==> src/design/thb_pkg.sv <==
// thb_pkg: shared types and constants for the time histogram binner
// no dependencies
package thb_pkg;

  localparam int TIME_BITS = 32;
  localparam int NB_BITS   = 11;
  localparam int SEL_BITS  = 10;

  typedef enum logic [1:0] {
    REG_NUM_BINS   = 2'd0,
    REG_FIRST_EDGE = 2'd1,
    REG_LAST_EDGE  = 2'd2
  } reg_idx_t;

  typedef enum logic [1:0] {
    DV_IDLE = 2'd0,
    DV_RUN  = 2'd1,
    DV_DONE = 2'd2
  } div_state_t;

  typedef enum logic [2:0] {
    BK_CLEAR = 3'd0,
    BK_IDLE  = 3'd1,
    BK_READ  = 3'd2,
    BK_WRITE = 3'd3,
    BK_OUT   = 3'd4
  } back_state_t;

  // classified work item passed from front to back
  typedef struct packed {
    logic        is_read;
    logic        ok;
    logic [15:0] bin;
  } job_t;

endpackage

==> src/design/thb_queue.sv <==
// thb_queue: two-entry queue between classifier and counter engine
// uses thb_pkg for the job type
module thb_queue import thb_pkg::*; (
  input  logic clk,
  input  logic rst,
  input  logic wr_valid,
  output logic wr_ready,
  input  job_t wr_job,
  output logic rd_valid,
  input  logic rd_ready,
  output job_t rd_job
);

  job_t       slots [2];
  logic       wp, rp;
  logic [1:0] fill;

  assign wr_ready = (fill != 2'd2);
  assign rd_valid = (fill != 2'd0);
  assign rd_job   = slots[rp];

  always_ff @(posedge clk) begin
    if (rst) begin
      wp <= 1'b0; rp <= 1'b0; fill <= '0;
    end else begin
      if (wr_valid && wr_ready) wp <= !wp;
      if (rd_valid && rd_ready) rp <= !rp;
      fill <= fill + 2'(wr_valid && wr_ready) - 2'(rd_valid && rd_ready);
    end
  end

  always_ff @(posedge clk) begin
    if (wr_valid && wr_ready) slots[wp] <= wr_job;
  end

endmodule

==> config.mk <==
export PLATFORM = sky130hd
export DESIGN_NAME = thb_queue
export DESIGN_NICKNAME = d
export VERILOG_FILES = /design/src/design/thb_pkg.sv /design/src/design/thb_queue.sv
export SDC_FILE = /design/constraint.sdc
export NUM_CORES = 1
export LEC_CHECK = 0
export ABC_AREA = 1
export BUFFER_PORTS_ARGS = -buffer_cell sky130_fd_sc_hd__buf_2
export CAP_MARGIN = 30
export CORE_MARGIN = 2
export CORE_UTILIZATION = 35
export DETAILED_ROUTE_END_ITERATION = 10
export PLACE_DENSITY = 0.55
export REMOVE_ABC_BUFFERS = 1
export SLEW_MARGIN = 10
export SYNTH_ARGS = -nofsm -noshare
export SYNTH_HDL_FRONTEND = slang
export SYNTH_SLANG_ARGS = --single-unit
==> constraint.sdc <==
create_clock -name clk -period 2 [get_ports clk]
set_input_delay 0.4 -clock clk [delete_from_list [all_inputs] [get_ports clk]]
set_output_delay 0.4 -clock clk [all_outputs]
set_load 0.02 [all_outputs]
# Yosys cells after proc, flatten, opt, wreduce, memory -nomap -nowiden

Memories as Yosys holds them, arrays and structs flattened. A register that Yosys moved wholly into a read port is not among the register bits.
Cells that the tools add are included.

Bits in registers: 4
Latch bits: 0
Bits in writable memories: 36
Memory bits (read-only): 0
Input bits: 22
Output and inout bits: 20
Word-level logic and storage cells: 16
Memories: 1

Add/subtract/negate cells: 2
Multiply operators: 0
Divide/modulo/power cells: 0
Magnitude comparators: 0
Equality and inequality tests: 1
Shifts and indexed selects: 0
Muxes and demuxes: 4
Bitwise logic cells: 0
Reductions and logical operators: 5

Memories:

| memory | words | bits a word | rd ports | clocked after memory_dff | write ports | RTL line        | source |
|---|---|---|---|---|---|---|---|
| slots  | 2     | 18          | 1        | 1                        | 1           | thb_queue.sv:14 | `job_t slots [2];` |

Operators by type and width:

| operator                                     | count |
|---|---|
| 1-bit 2-to-1 mux                             | 4 |
| 2-bit by 1-bit adder with 2-bit output       | 1 |
| 1-bit logical AND                            | 2 |
| 1-bit zero test                              | 2 |
| 2-bit inequality test, second input constant | 1 |
| 2-bit nonzero test                           | 1 |
| 2-bit by 1-bit subtractor with 2-bit output  | 1 |

# Logic depth before layout (Yosys ltp)

Depth in word-level cells: 4
Depth in mapped cells: 11
Depth with buffers taken out: 11

# Worst setup path after synthesis

OpenSTA, ideal clock, no wires.

Path type: register -> register
Start: register fill[0]
End: memory slots[0][0] (netlist bit), enable pin
Setup time: 0.392 ns
Data arrival time: 1.413 ns
Required time: 1.608 ns
Setup slack: 0.195 ns
Cell stages (with the launch flop): 5
Clock period less this slack: 1.805 ns
Path through: dfxtp_1 inv_1 nand2_2 nand2_2 nor2_1

Word-level cells in the longest chain between the ends: 4

Ends and longest elaborated chain:

| element                                | RTL line        | source |
|---|---|---|
| start: declaration                     | thb_queue.sv:16 | `logic [1:0] fill;` |
| start signal: assignment               | thb_queue.sv:28 | `fill <= fill + 2'(wr_valid && wr_ready) - 2'(rd_valid && rd_ready);` |
| 2-bit inequality test                  | thb_queue.sv:18 | `assign wr_ready = (fill != 2'd2);` |
| via wr_ready                           | thb_queue.sv:7  | `output logic wr_ready,` |
| 1-bit logical AND                      | thb_queue.sv:33 | `if (wr_valid && wr_ready) slots[wp] <= wr_job;` |
| 1-bit 2-to-1 mux                       | thb_queue.sv:33 |  |
| 1-bit 2-to-1 mux (implied by the code) | thb_queue.sv:33 |  |
| end: declaration                       | thb_queue.sv:14 |  |

The timed path passes the listed nets, and every way through them passes these cells.

==> flow_summary.ini <==
[setup_path]
cp.arrival_ns = 1.34
cp.buffers_inverters = 2
worstPathRequired_ns = 1.60
crit_path_cell_trace = buf_4 > mux2_2 > buf_2
cp_slowest_cell = mux2_2
critPathMaxFanout = 10
critPathKind = flop to primary output
worst_path_dominant_cell_family = buffers and inverters
cp-end-kind = primary output
timing.critical_path.from_type = flop
ff2ff_path_depth = 5
total_number_of_cells_along_the_worst_setup_path = 3
cpPeakStageDelay_ns = 0.35

[cells_and_area]
final.fill_count = 406
antennaDiodeCount = 0
final_nets = 165
final_core_util_pct = 45.4
area_delta_synth_final_pct = 24.2
drive_above_1_share_pct = 52.8

[detailed_routing]
detail_route.first_pass.iterations = 4
initialDrtViolationCount = 39
dr_drc_count = 0
ant_nets = 0
drt-vias-per-instance = 4.46
routedWlPerCell_um = 13.6
drt-total-wl_mm = 2.63
via_count = 865

[sta]
fmax_mhz = 573
timing.max_slew.rel_slack_pct = 71.6
drv_slew = 0
grt_setup_unrepaired = false
timing.final.setup_violations = 0
final_hold_viol_count = 0
period_minus_slack_ns = 1.74
timing_worst_slew_pin_value_ns = 0.425
finalClockSkew_ns = 0.00386
final_min_period_over_clock_period_pct = 87.2
fin_tns_setup_ns = 0

[power_and_ir_drop]
vdd_ir_drop_max_mv = 0.661
power_density_nw_per_um2 = 1310
p_int_mw = 1.81
switchingPower_uw = 803
power.share.switching_pct = 30.8
p_leak_nw = 0.801
clock_power_share_pct = 24.4
seq_power_share_pct = 43.7
p_comb_share_pct = 31.8

[clock_network]
cts-buffers-inserted = 5
clockBufferDepth = 2
clk_pin_slew_worst_paths_ns = 0.08
cts.htree.levels = 2
clock_sink_count = 41
clk_latency_ns = 0.29
cts_post_setup_buffers_inserted = 0
clock-root-buffer = clkbuf_8
holdBufCountCts = 0
tritoncts_clock_tree = yes
post_cts.resized_instances = 0

[floorplan]
placeableCoreArea_um2 = 4380
boundaryPins = 42
fp.dieH_um = 71.7
start_util_pct = 36.6
die_width_um = 71.7
num_rows = 24
die_area_um2 = 5140

[synth]
post_synthesis_cell_area_um2 = 1600
postSynthCellCount = 92
synth.yosys.seq_area_share_pct = 73.7
synthesis.area_per_instance_um2 = 17.4
synth_cell_type_count = 17
yosysWarnings = 0
yosys_register_bits = 41

[global_routing]
grt_pass1_vias = 947
first_pass_grt_wire_length_mm = 4.37
grt_start_max_net_pins = 19
gr-total-overflow = 0
antenna_found_initial = 0
global_route.usage.total_pct = 11.5

[placement]
post-dp-hpwl_mm = 1.82
place_congestion = 0.679
port_buffers = 41

[status]
status = complete, no violations

[run]
max_cap_viol_count = 0

[worst_hold_path]
hold_path_depth = 1
hold_path.class = input port to flop
path summary, 6_finish.rpt:
check	start	endpoint	slack [ns]
min	wr_job[14]	slots[0][14]	0.29
max reg2reg	fill[0]	slots[1][12]	0.57
min reg2reg	rp	flop	0.51
max	flop	rd_job[4]	0.26
cell type report:
cell class              count  area, um^2  area share, %
clock buffers               5        68.8           3.46
clock inverters             2        35.0           1.76
inverters                   8        30.0           1.51
multi-input cells          41         363           18.2
flip-flops and latches     41        1180           59.3
well taps                  52        65.1           3.27
repair buffers             45         248           12.4
stage by stage:
step                cell area (um^2)  hold slack (ns)  cells  setup WS (ns)  power, mW
global placement                1890            0.485    187          0.550       1.99
CTS                             1990            0.286    194          0.231       2.64
global route                    1990            0.287    194          0.171       2.74
floorplan                       1570            0.467     90          0.195       1.74
finish                          1990            0.293    194          0.256       2.61
detailed placement              1890            0.487    187          0.528       2.00
flip-flops by register name, summed over array words and instances (netlist names), named ones only:
| signal | count |
|---|---|
| fill | 2 |
| rp | 1 |
| slots | 36 |
| wp | 1 |
power by group through the flow:
stage                     clock network, mW  logic (mW)  registers [mW]
after floorplan                           0       0.554            1.18
after global placement                    0       0.835            1.16
after detailed placement                  0       0.844            1.16
after CTS                             0.653       0.847            1.14
after global routing                  0.677       0.911            1.16
final                                 0.637       0.831            1.14
synthesized netlist by cell type:
cell	instances	area share [%]
a21oi_1	2	0.62
buf_12	1	1.2
buf_6	1	0.70
dfxtp_1	5	6.2
edfxtp_1	36	67
ha_1	1	0.78
inv_1	8	1.9
mux2_2	8	5.6
mux2_4	10	9.4
nand2_1	6	1.4
nand2_2	2	0.78
nand3_1	1	0.31
nor2_1	7	1.6
nor2_2	1	0.39
nor2_4	1	0.70
nor3_1	1	0.31
xnor2_1	1	0.55
kinds of logic after synthesis:
group                    count (synthesis)  synth area share, %
AND/OR/NAND/NOR                         19                 5.54
multiplexers                            18                 15.0
adder cells (fa/ha/maj)                  1                0.781
flip-flops                              41                 73.7
XOR/XNOR                                 1                0.547
AO/OA/AOI/OAI                            2                0.625
buffers and inverters                   10                 3.83
cell usage in the layout (no fill, tap or decap):
cell,instances
nor2_2,2
mux2_2,8
bufinv_16,1
nand2_1,6
nand3_1,1
clkbuf_8,5
nor3_1,1
ha_1,1
inv_1,8
nand2_2,2
buf_12,1
xnor2_1,1
buf_4,3
dfxtp_1,5
nor2_4,1
nor2_1,6
edfxtp_1,36
buf_2,41
a21oi_1,2
mux2_4,10
clkinv_2,1
metal layers:
metal / routed length [um] / up-vias / GRT usage [%]
met2: 1350 / 29 / 19.2
met4: 48 / 0 / 6.29
met1: 1070 / 405 / 12.8
li1: - / 426 / -
met3: 171 / 5 / 3.94
met5: 0 / - / 0
(Power assumes the default switching activity.)
